$ cat src/rtl/core/cpid_pkg.sv
// Types, widths and register codes for the clamped PID controller.
// Depends on nothing; imported by every module of the block but the checker.
package cpid_pkg;

  localparam int GAIN_FRAC_BITS = 12;

  localparam int IN_W    = 16;
  localparam int ERR_W   = IN_W + 1;
  localparam int DIFF_W  = ERR_W + 1;
  localparam int SUM_W   = 21;
  localparam int GAIN_W  = 24;
  localparam int ILIM_W  = 20;
  localparam int OLIM_W  = 15;
  localparam int CFG_W   = 24;
  localparam int IDX_W   = 3;

  localparam int PP_W    = ERR_W + GAIN_W;
  localparam int PI_W    = SUM_W + GAIN_W;
  localparam int PD_W    = DIFF_W + GAIN_W;
  localparam int ACC_W   = PI_W + 2;
  localparam int VAL_W   = ACC_W - GAIN_FRAC_BITS;

  localparam logic [ACC_W-1:0] ROUND_BIAS = ACC_W'((64'd1 << GAIN_FRAC_BITS) - 64'd1);

  // Register indexes on the configuration port.
  localparam logic [IDX_W-1:0] REG_KP    = 3'd0;
  localparam logic [IDX_W-1:0] REG_KI    = 3'd1;
  localparam logic [IDX_W-1:0] REG_KD    = 3'd2;
  localparam logic [IDX_W-1:0] REG_ILIM  = 3'd3;
  localparam logic [IDX_W-1:0] REG_OLIM  = 3'd4;
  localparam logic [IDX_W-1:0] REG_ESIGN = 3'd5;

  localparam logic [GAIN_W-1:0] KP_RESET   = 24'd1638400;
  localparam logic [GAIN_W-1:0] KI_RESET   = 24'd614;
  localparam logic [GAIN_W-1:0] KD_RESET   = 24'd0;
  localparam logic [ILIM_W-1:0] ILIM_RESET = 20'd20000;
  localparam logic [OLIM_W-1:0] OLIM_RESET = 15'd28000;
  localparam logic              ESIGN_RESET = 1'b1;

  typedef struct packed {
    logic [GAIN_W-1:0] kp;
    logic [GAIN_W-1:0] ki;
    logic [GAIN_W-1:0] kd;
    logic [ILIM_W-1:0] ilim;
    logic [OLIM_W-1:0] olim;
    logic              esign;
  } cfg_t;

  // Error, clamped sum and error difference of one sample.
  typedef struct packed {
    logic [ERR_W-1:0]  err;
    logic [SUM_W-1:0]  sum;
    logic [DIFF_W-1:0] diff;
  } terms_t;

  typedef struct packed {
    logic [PP_W-1:0] pp;
    logic [PI_W-1:0] pi;
    logic [PD_W-1:0] pd;
  } prods_t;

endpackage

$ cat src/rtl/core/cpid_err.sv
// Error stage: forms the error, updates the clamped integral and the
// previous error, and registers the three terms. Uses cpid_pkg.
module cpid_err (
  input  logic                    clk,
  input  logic                    rst,
  input  cpid_pkg::cfg_t          cfg,
  input  logic                    in_valid,
  output logic                    in_ready,
  input  logic signed [15:0]      target,
  input  logic signed [15:0]      measured,
  output logic                    dn_valid,
  input  logic                    dn_ready,
  output cpid_pkg::terms_t        dn_terms
);
  import cpid_pkg::*;

  logic signed [ERR_W-1:0]  previous_error;
  logic signed [SUM_W-1:0]  integ_sum;
  logic signed [ERR_W-1:0]  tgt_x;
  logic signed [ERR_W-1:0]  meas_x;
  logic signed [ERR_W-1:0]  err;
  logic signed [SUM_W:0]    sum_raw;
  logic signed [SUM_W:0]    lim_pos;
  logic signed [SUM_W:0]    lim_neg;
  logic signed [SUM_W:0]    sum_clamped;
  logic signed [DIFF_W-1:0] diff;
  logic                     take;

  assign in_ready = !dn_valid || dn_ready;
  assign take     = in_valid && in_ready;

  always_comb begin
    tgt_x   = ERR_W'(target);
    meas_x  = ERR_W'(measured);
    err     = cfg.esign ? (meas_x - tgt_x) : (tgt_x - meas_x);
    sum_raw = (SUM_W+1)'(integ_sum) + (SUM_W+1)'(err);
    lim_pos = {2'b00, cfg.ilim};
    lim_neg = -lim_pos;
    if (sum_raw > lim_pos) begin
      sum_clamped = lim_pos;
    end else if (sum_raw < lim_neg) begin
      sum_clamped = lim_neg;
    end else begin
      sum_clamped = sum_raw;
    end
    diff = DIFF_W'(err) - DIFF_W'(previous_error);
  end

  always_ff @(posedge clk) begin
    if (rst) begin
      dn_valid       <= 1'b0;
      previous_error <= '0;
      integ_sum      <= '0;
    end else begin
      if (in_ready) begin
        dn_valid <= in_valid;
      end
      if (take) begin
        previous_error <= err;
        integ_sum      <= sum_clamped[SUM_W-1:0];
      end
    end
  end

  always_ff @(posedge clk) begin
    if (take) begin
      dn_terms.err  <= err;
      dn_terms.sum  <= sum_clamped[SUM_W-1:0];
      dn_terms.diff <= diff;
    end
  end

endmodule

$ cat src/rtl/core/cpid_mul.sv
// Product stage: multiplies the three terms by their gains and registers
// the products. Uses cpid_pkg.
module cpid_mul (
  input  logic              clk,
  input  logic              rst,
  input  cpid_pkg::cfg_t    cfg,
  input  logic              up_valid,
  output logic              up_ready,
  input  cpid_pkg::terms_t  up_terms,
  output logic              dn_valid,
  input  logic              dn_ready,
  output cpid_pkg::prods_t  dn_prods
);
  import cpid_pkg::*;

  logic signed [PP_W-1:0] pp;
  logic signed [PI_W-1:0] pi;
  logic signed [PD_W-1:0] pd;

  assign up_ready = !dn_valid || dn_ready;

  // Gains are unsigned, so each gets a zero sign bit before the signed multiply.
  always_comb begin
    pp = PP_W'($signed(up_terms.err))  * PP_W'($signed({1'b0, cfg.kp}));
    pi = PI_W'($signed(up_terms.sum))  * PI_W'($signed({1'b0, cfg.ki}));
    pd = PD_W'($signed(up_terms.diff)) * PD_W'($signed({1'b0, cfg.kd}));
  end

  always_ff @(posedge clk) begin
    if (rst) begin
      dn_valid <= 1'b0;
    end else if (up_ready) begin
      dn_valid <= up_valid;
    end
  end

  always_ff @(posedge clk) begin
    if (up_valid && up_ready) begin
      dn_prods.pp <= pp;
      dn_prods.pi <= pi;
      dn_prods.pd <= pd;
    end
  end

endmodule

$ cat src/rtl/core/cpid_sat.sv
// Output stage: adds the products, drops the fraction toward zero,
// saturates to the output limit and holds the result. Uses cpid_pkg.
module cpid_sat (
  input  logic              clk,
  input  logic              rst,
  input  cpid_pkg::cfg_t    cfg,
  input  logic              up_valid,
  output logic              up_ready,
  input  cpid_pkg::prods_t  up_prods,
  output logic              out_valid,
  input  logic              out_ready,
  output logic signed [15:0] drive,
  output logic              saturated
);
  import cpid_pkg::*;

  logic signed [ACC_W-1:0] acc_p;
  logic signed [ACC_W-1:0] acc_i;
  logic signed [ACC_W-1:0] acc_d;
  logic signed [ACC_W-1:0] acc;
  logic signed [ACC_W-1:0] acc_biased;
  logic signed [VAL_W-1:0] val;
  logic signed [VAL_W-1:0] olim_pos;
  logic signed [VAL_W-1:0] olim_neg;
  logic signed [VAL_W-1:0] val_sat;
  logic                    sat;

  assign up_ready = !out_valid || out_ready;

  always_comb begin
    acc_p = ACC_W'($signed(up_prods.pp));
    acc_i = ACC_W'($signed(up_prods.pi));
    acc_d = ACC_W'($signed(up_prods.pd));
    acc   = acc_p + acc_i + acc_d;
    // A negative sum gets the fraction mask added first so the shift rounds
    // toward zero rather than toward minus infinity.
    acc_biased = acc[ACC_W-1] ? (acc + $signed(ROUND_BIAS)) : acc;
    val      = acc_biased[ACC_W-1:GAIN_FRAC_BITS];
    olim_pos = $signed({{(VAL_W - OLIM_W){1'b0}}, cfg.olim});
    olim_neg = -olim_pos;
    if (val > olim_pos) begin
      val_sat = olim_pos;
      sat     = 1'b1;
    end else if (val < olim_neg) begin
      val_sat = olim_neg;
      sat     = 1'b1;
    end else begin
      val_sat = val;
      sat     = 1'b0;
    end
  end

  always_ff @(posedge clk) begin
    if (rst) begin
      out_valid <= 1'b0;
    end else if (up_ready) begin
      out_valid <= up_valid;
    end
  end

  always_ff @(posedge clk) begin
    if (up_valid && up_ready) begin
      drive     <= val_sat[15:0];
      saturated <= sat;
    end
  end

endmodule

$ cat src/rtl/core/clamped_pid_controller_top.sv
// Clamped PID controller: one drive value per target/measured sample.
// Three pipeline stages (error, product, output) take 1 word/cycle unless out_ready stalls them.
// Input channel: in_valid/in_ready with target and measured (signed 16).
// Output channel: out_valid/out_ready with drive (signed 16) and saturated.
// A word is taken at a clock edge with in_valid and in_ready high; its
// result passes the error, product and output registers and then raises
// out_valid. The error stage updates the integral and previous error at
// that accept edge, so words may follow in every cycle while in_ready is high.
// Each stage holds its word while the stage after it is full and stalled, and
// empty stages keep filling; in_ready drops only when all three stages hold
// words and out_ready is low.
// Configuration: cfg_we writes cfg_data into register cfg_index at the edge
// (0 kp, 1 ki, 2 kd, 3 integral limit, 4 output limit, 5 error sign); other
// indexes are ignored. Write only while the pipeline is empty.
// Synchronous reset empties the pipeline, zeroes the integral and previous
// error, and loads the default gains and limits.
module clamped_pid_controller_top (
  input  logic                         clk,
  input  logic                         rst,
  input  logic                         in_valid,
  output logic                         in_ready,
  input  logic signed [15:0]           target,
  input  logic signed [15:0]           measured,
  output logic                         out_valid,
  input  logic                         out_ready,
  output logic signed [15:0]           drive,
  output logic                         saturated,
  input  logic                         cfg_we,
  input  logic [cpid_pkg::IDX_W-1:0]   cfg_index,
  input  logic [cpid_pkg::CFG_W-1:0]   cfg_data
);
  import cpid_pkg::*;

  cfg_t   cfg;
  terms_t terms;
  prods_t prods;
  logic   err_valid;
  logic   mul_ready;
  logic   mul_valid;
  logic   sat_ready;

  always_ff @(posedge clk) begin
    if (rst) begin
      cfg.kp    <= KP_RESET;
      cfg.ki    <= KI_RESET;
      cfg.kd    <= KD_RESET;
      cfg.ilim  <= ILIM_RESET;
      cfg.olim  <= OLIM_RESET;
      cfg.esign <= ESIGN_RESET;
    end else if (cfg_we) begin
      unique case (cfg_index)
        REG_KP:    cfg.kp    <= cfg_data[GAIN_W-1:0];
        REG_KI:    cfg.ki    <= cfg_data[GAIN_W-1:0];
        REG_KD:    cfg.kd    <= cfg_data[GAIN_W-1:0];
        REG_ILIM:  cfg.ilim  <= cfg_data[ILIM_W-1:0];
        REG_OLIM:  cfg.olim  <= cfg_data[OLIM_W-1:0];
        REG_ESIGN: cfg.esign <= cfg_data[0];
        default: begin
        end
      endcase
    end
  end

  cpid_err u_err (
    .clk      (clk),
    .rst      (rst),
    .cfg      (cfg),
    .in_valid (in_valid),
    .in_ready (in_ready),
    .target   (target),
    .measured (measured),
    .dn_valid (err_valid),
    .dn_ready (mul_ready),
    .dn_terms (terms)
  );

  cpid_mul u_mul (
    .clk      (clk),
    .rst      (rst),
    .cfg      (cfg),
    .up_valid (err_valid),
    .up_ready (mul_ready),
    .up_terms (terms),
    .dn_valid (mul_valid),
    .dn_ready (sat_ready),
    .dn_prods (prods)
  );

  cpid_sat u_sat (
    .clk       (clk),
    .rst       (rst),
    .cfg       (cfg),
    .up_valid  (mul_valid),
    .up_ready  (sat_ready),
    .up_prods  (prods),
    .out_valid (out_valid),
    .out_ready (out_ready),
    .drive     (drive),
    .saturated (saturated)
  );

endmodule

$ cat config.mk
export PLATFORM = sky130hd
export DESIGN_NAME = clamped_pid_controller_top
export DESIGN_NICKNAME = d
export VERILOG_FILES = /design/src/rtl/core/cpid_pkg.sv /design/src/rtl/core/cpid_err.sv /design/src/rtl/core/cpid_mul.sv /design/src/rtl/core/cpid_sat.sv /design/src/rtl/core/clamped_pid_controller_top.sv
export SDC_FILE = /design/constraint.sdc
export NUM_CORES = 2
export LEC_CHECK = 0
export CORE_MARGIN = 5
export CORE_UTILIZATION = 45
export DETAILED_ROUTE_END_ITERATION = 10
export DONT_BUFFER_PORTS = 1
export PLACE_DENSITY = 0.61
export SYNTH_ARGS = -nofsm -noshare
export SYNTH_HDL_FRONTEND = slang
export SYNTH_SLANG_ARGS = --single-unit
$ cat constraint.sdc
create_clock -name clk -period 20.6 [get_ports clk]
set_input_delay 3.09 -clock clk [delete_from_list [all_inputs] [get_ports clk]]
set_output_delay 3.09 -clock clk [all_outputs]
set_load 0.005 [all_outputs]
# Word level (Yosys, flattened, before mapping)
# Index checks and enable logic that the tools add are counted.
dict set report word_totals {
  input_bits 64
  regBits 350
  output_inout_bits 19
  wordCells 64
}
dict set report op_classes {
  n_addsub 9
  order_cmp 4
  mux 7
  eq_ne 5
  reduce_logical 16
  multipliers 3
}
# operator n
set ops {}
lappend ops {{46-bit by 42-bit adder with 47-bit output} 1}
lappend ops {{47-bit by 13-bit adder with 47-bit output (second input constant)} 1}
lappend ops {{47-bit 2-to-1 mux} 1}
lappend ops {{41-bit by 45-bit adder with 46-bit output} 1}
lappend ops {{21-bit by 25-bit multiplier with 45-bit output} 1}
lappend ops {{18-bit by 25-bit multiplier with 42-bit output} 1}
lappend ops {{21-bit 2-to-1 mux} 2}
lappend ops {{17-bit by 25-bit multiplier with 41-bit output} 1}
lappend ops {{35-bit by 16-bit > comparator with 1-bit output} 1}
lappend ops {{35-bit < comparator} 1}
lappend ops {{15-bit negation with 35-bit output} 1}
lappend ops {{16-bit by 16-bit subtractor with 17-bit output} 2}
lappend ops {{21-bit by 17-bit adder with 22-bit output} 1}
lappend ops {{22-bit by 21-bit > comparator with 1-bit output} 1}
lappend ops {{22-bit < comparator} 1}
lappend ops {{20-bit negation with 22-bit output} 1}
lappend ops {{17-bit by 17-bit subtractor with 18-bit output} 1}
lappend ops {{17-bit 2-to-1 mux} 1}
lappend ops {{16-bit 2-to-1 mux} 1}
lappend ops {{15-bit 2-to-1 mux} 1}
lappend ops {{2-bit AND reduction} 6}
lappend ops {{3-bit by 2-bit equality test with 1-bit output (second input constant)} 2}
lappend ops {{3-bit equality test (second input constant)} 2}
lappend ops {{3-bit by 1-bit equality test with 1-bit output (second input constant)} 1}
lappend ops {{other kinds (5)} 11}

# Depth between registers and ports, before layout
dict set report logic_depth {
  word_depth 7
  depth_mapped 37
  ltp_nobuf 35
}

# Hierarchy
# Synthesis repeated with hierarchy kept, for this count alone.
dict set report hier_totals {
  cells_unflattened 7592
  hier_area_um2 68740.9
}
# module seq_area_each_um2 cells_per_inst area_each_um2 instances
set by_module_without_submodules {}
lappend by_module_without_submodules {cpid_mul 3863.7 5247 48126.2 1}
lappend by_module_without_submodules {cpid_err 2462.4 1010 8814.7 1}
lappend by_module_without_submodules {cpid_sat 530.5 935 7458.4 1}
lappend by_module_without_submodules {clamped_pid_controller_top 2162.1 400 4341.7 1}

# Least setup slack after synthesis
# Ideal clock, no wire load.
dict set report synth_path {
  path_kind {input -> register}
  start {input out_ready}
  end {register u_mul.dn_prods[0] (netlist name), enable pin}
  path_stages 2
  setup_time_ns 0.811
  t_required_ns 19.789
  path_slack_ns 7.368
  arrival_time_ns 12.421
  n_path_buf 0
  cell_sequence {nor2b_1 -> a21boi_0}
}
dict set report synth_between {
  elab_chain_cells 3
}
# element line
set synth_rtl {}
lappend synth_rtl {{from (decl)} clamped_pid_controller_top.sv:25} ;# input logic out_ready,
lappend synth_rtl {{1-bit logical OR} cpid_sat.sv:28} ;# assign up_ready = !out_valid || out_ready;
lappend synth_rtl {{1-bit logical OR} cpid_mul.sv:20} ;# assign up_ready = !dn_valid || dn_ready;
lappend synth_rtl {{1-bit logical AND} cpid_mul.sv:38} ;# if (up_valid && up_ready) begin
lappend synth_rtl {{to (decl)} cpid_mul.sv:12} ;# output cpid_pkg::prods_t dn_prods
# No other way between the ends.
# A chain may end at the register's enable or synchronous reset.

# Worst setup path after layout
dict set report layout_path {
  start {input target[0]}
  end {register u_err.integ_sum[0]}
}
dict set report layout_between {
  elab_chain_cells 6
  elab_cells_between_ends 8
  classes_between {3 x add/sub; 2 x order compare; 3 x mux}
}
# element line
set layout_rtl {}
lappend layout_rtl {{from (decl)} clamped_pid_controller_top.sv:22} ;# input logic signed [15:0] target,
lappend layout_rtl {{16-bit by 16-bit subtractor with 17-bit output} cpid_err.sv:35} ;# err = cfg.esign ? (meas_x - tgt_x) : (tgt_x - meas_x);
lappend layout_rtl {{17-bit 2-to-1 mux *} cpid_err.sv:35}
lappend layout_rtl {{via u_err.err[14]} cpid_err.sv:21} ;# logic signed [ERR_W-1:0] err;
lappend layout_rtl {{21-bit by 17-bit adder with 22-bit output *} cpid_err.sv:36} ;# sum_raw = (SUM_W+1)'(integ_sum) + (SUM_W+1)'(err);
lappend layout_rtl {{22-bit < comparator} cpid_err.sv:41} ;# end else if (sum_raw < lim_neg) begin
lappend layout_rtl {{21-bit 2-to-1 mux} cpid_err.sv:41}
lappend layout_rtl {{21-bit 2-to-1 mux *} cpid_err.sv:39} ;# if (sum_raw > lim_pos) begin
lappend layout_rtl {{via u_err.sum_clamped[0]} cpid_err.sv:25} ;# logic signed [SUM_W:0] sum_clamped;
lappend layout_rtl {{to (signal assigned)} cpid_err.sv:60} ;# integ_sum <= sum_clamped[SUM_W-1:0];
lappend layout_rtl {{to (decl)} cpid_err.sv:18} ;# logic signed [SUM_W-1:0] integ_sum;
# The timed path passes the listed nets; every way through them passes the cells marked *.

==> metrics.yaml <==
grt:
  antenna_found_initial: 12
  grt-ovfl-total: 0
  grt_max_degree: 150
  grt_pass1_wl_um: 294200
  grt_usage_pct: 24.58
  grt_pass1_vias: 51410
setup_path:
  slowest_delay_ns: 0.46
  end_kind: "flop"
  slowest_stage: "o21ba_2"
  r2r_slack_ns: 11.67
  worstPathMaxFanout: 40
  worstPathRequired_ns: 21.15
  startpoint_type: "primary input"
  arrival_ns: 9.61
  cpLargestDelayFamily: "compound AO/OA/AOI/OAI gates"
  cp_num_buf_inv: 2
  worstSetupPathType: "in -> reg"
  path_common_cell: "a21o_1"
synth:
  synthAdderAreaFrac_pct: 47.77
  syn-cell-area_um2: 65340
  synth_area_per_cell_um2: 8.953
  syn_nets: 9167
  ys_async_sr_fraction_pct: 0
  ys.flop_type: "edfxtp_1"
  yosys-top-cells-area: "fa_1 35%, ha_1 13%, edfxtp_1 9.2%"
  yosysUniqueCellTypes: 105
  synth-simple-area-share_pct: 16.86
  synth_seq_cells: 350
  syn_inst: 7298
  synth_xor_area_share_pct: 3.014
  yosys_warnings: 0
  synth_top_family_by_area: "adder cells"
  yosysTopAreaCellShare_pct: 35.14
  synth.mux.area_fraction_pct: 0.5706
  seq_area_frac_synth_pct: 13.80
  synth_compound_area_share_pct: 8.127
  yosysTopAreaCell: "fa_1"
  synth_edf_count: 201
place:
  numPortBuffers: 0
  dpl.hpwl_um: 146600
  place.gp.congestion: 0.9250
  place_ws_ns: 10.95
finish:
  multi_input_area_um2: 49900
  final_common_cell: "inv_1"
  layout_common_cells: "1360 x inv_1, 1279 x nand2_1, 1147 x fa_1"
  syn2layout_area_growth_pct: 5.176
  nNetsFinal: 8979
  final_layout_size_suffix_gt1_share_pct: 3.373
  regArea_um2: 9019
  fillCellCount: 13860
route:
  ant_nets: 0
  drtIter0Drc: 3512
  wl_per_cell_um: 20.38
  routed_wl_um: 184500
  dr_total_vias: 49240
  drc: 0
  drtPass1Iterations: 6
  viasPerCell: 5.440
floorplanning:
  num_rows: 139
  start_util_pct: 45.37
  dieArea_um2: 152900
  dieWidth_um: 391.1
  die_h_um: 391.1
  io_pins: 83
  coreArea_um2: 144000
timing:
  report.final.slew_viol_count: 0
  rsz0062_at_grt: "false"
  setup_violations: 0
  post-route-min-period_ns: 9.056
  fmax_ghz: 0.1104
  setup_tns_ns: 0
  worst_slack_ns: 11.54
  hold_violations: 0
  hold-worst-slack_ns: 0.4517
  maxSlewHeadroom_pct: 19.81
  worst_pin_slew_ns: 1.203
  fin_crit_sh_pct: 43.96
  fin_skew_ns: 0.03447
clocking:
  cts.sink_count: 350
  cts_tree: "done"
  clk_path_buf_depth: 3
  numCtsBuffers: 43
  cts_setup_buffers: 0
  holdBufCountCts: 0
  root_buffer: "clkbuf_16"
  cts_resized: 0
  clk_latency_ns: 0.64
  h-tree-depth: 2
  clk_pin_slew_worst_paths_ns: 0.06
hold_path:
  hold_path_class: "reg -> reg"
run:
  maxCapViolCount: 0
run_status:
  status: "complete, no violations"
[worst paths after layout]
| check | start | endpoint | cells after the start |
|---|---|---|---|
| hold / removal | u_err.previous_error[12]$_SDFFE_PP0P_ | u_err.previous_error[12]$_SDFFE_PP0P_ | 2 |
| setup reg to reg | cfg[68]$_SDFFE_PP0P_ | u_mul.dn_prods[86]$_DFFE_PP_ | 28 |
| hold reg to reg | u_err.previous_error[12]$_SDFFE_PP0P_ | u_err.previous_error[12]$_SDFFE_PP0P_ | 2 |
| setup / recovery | target[0] | u_err.integ_sum[0]$_SDFFE_PP0P_ | 33 |
[cell families after synthesis]
logic type                 count (synthesis)
DFF                                      350
xor gates and xnor gates                 224
buffers and inverters                   1703
and+or+nand+nor                         2354
adders and majority gates               1807
muxes                                     37
AOI/OAI and AO/OA                        823
[worst reg2reg max path, delay by kind of cell, from the launching register on]
kind / cells / cell delay (ns)
flip-flops: 1 / 0.78
XOR/XNOR: 1 / 0.08
AO/OA/AOI/OAI: 9 / 2.56
AND/OR/NAND/NOR: 5 / 1.44
buffers and inverters: 5 / 0.25
adder cells (fa/ha/maj): 8 / 3.61
[cells in the mapped netlist (28+ instances only)]
cell type	count
a211oi_1	42
a21o_1	67
a21oi_1	300
and2_1	410
clkbuf_1	324
dfxtp_1	149
edfxtp_1	201
fa_1	1147
ha_1	658
inv_1	1360
mux2i_1	35
nand2_1	1280
nand2b_1	107
nand3_1	55
nand4_1	43
nor2_1	215
nor2b_1	45
nor3_1	55
o21a_1	45
o21ai_0	149
or3_1	28
xnor2_1	168
xor2_1	55
[registers in the layout, indices dropped and copies added (netlist names), 16 cells and up]
register,count
u_err.previous_error,17
u_err.integ_sum,21
u_mul.dn_prods,128
u_sat.drive,16
u_err.dn_terms,56
cfg,108
[stage by stage]
| stage | area [um^2] | instances | utilization (%) |
|---|---|---|---|
| global route | 68720 | 9049 | 47.72 |
| detailed placement | 67220 | 8968 | 46.68 |
| global placement | 67220 | 8968 | 46.68 |
| CTS | 68710 | 9048 | 47.72 |
| floorplan | 65340 | 7298 | - |
| finish | 68720 | 9051 | 47.72 |
[area by class of cell]
type / count / share of cell area [%]
Multi-Input combinational cell: 5245 / 72.62
Tap cell: 1903 / 3.465
Antenna cell: 3 / 0.01092
Clock buffer: 52 / 1.690
Timing Repair Buffer: 106 / 1.158
Clock inverter: 28 / 0.4843
Inverter: 1364 / 7.452
Sequential cell: 350 / 13.12
[per-layer routing]
layer  GRT usage (%)  wire (um)
met1           33.40      80350
met2           40.08      84150
met3           4.041      12350
met4           8.556       7433
met5               0        195
Power is left out: the tool's default activity adds up to more than one toggle a clock period on the data nets, which glitch-free logic cannot reach.
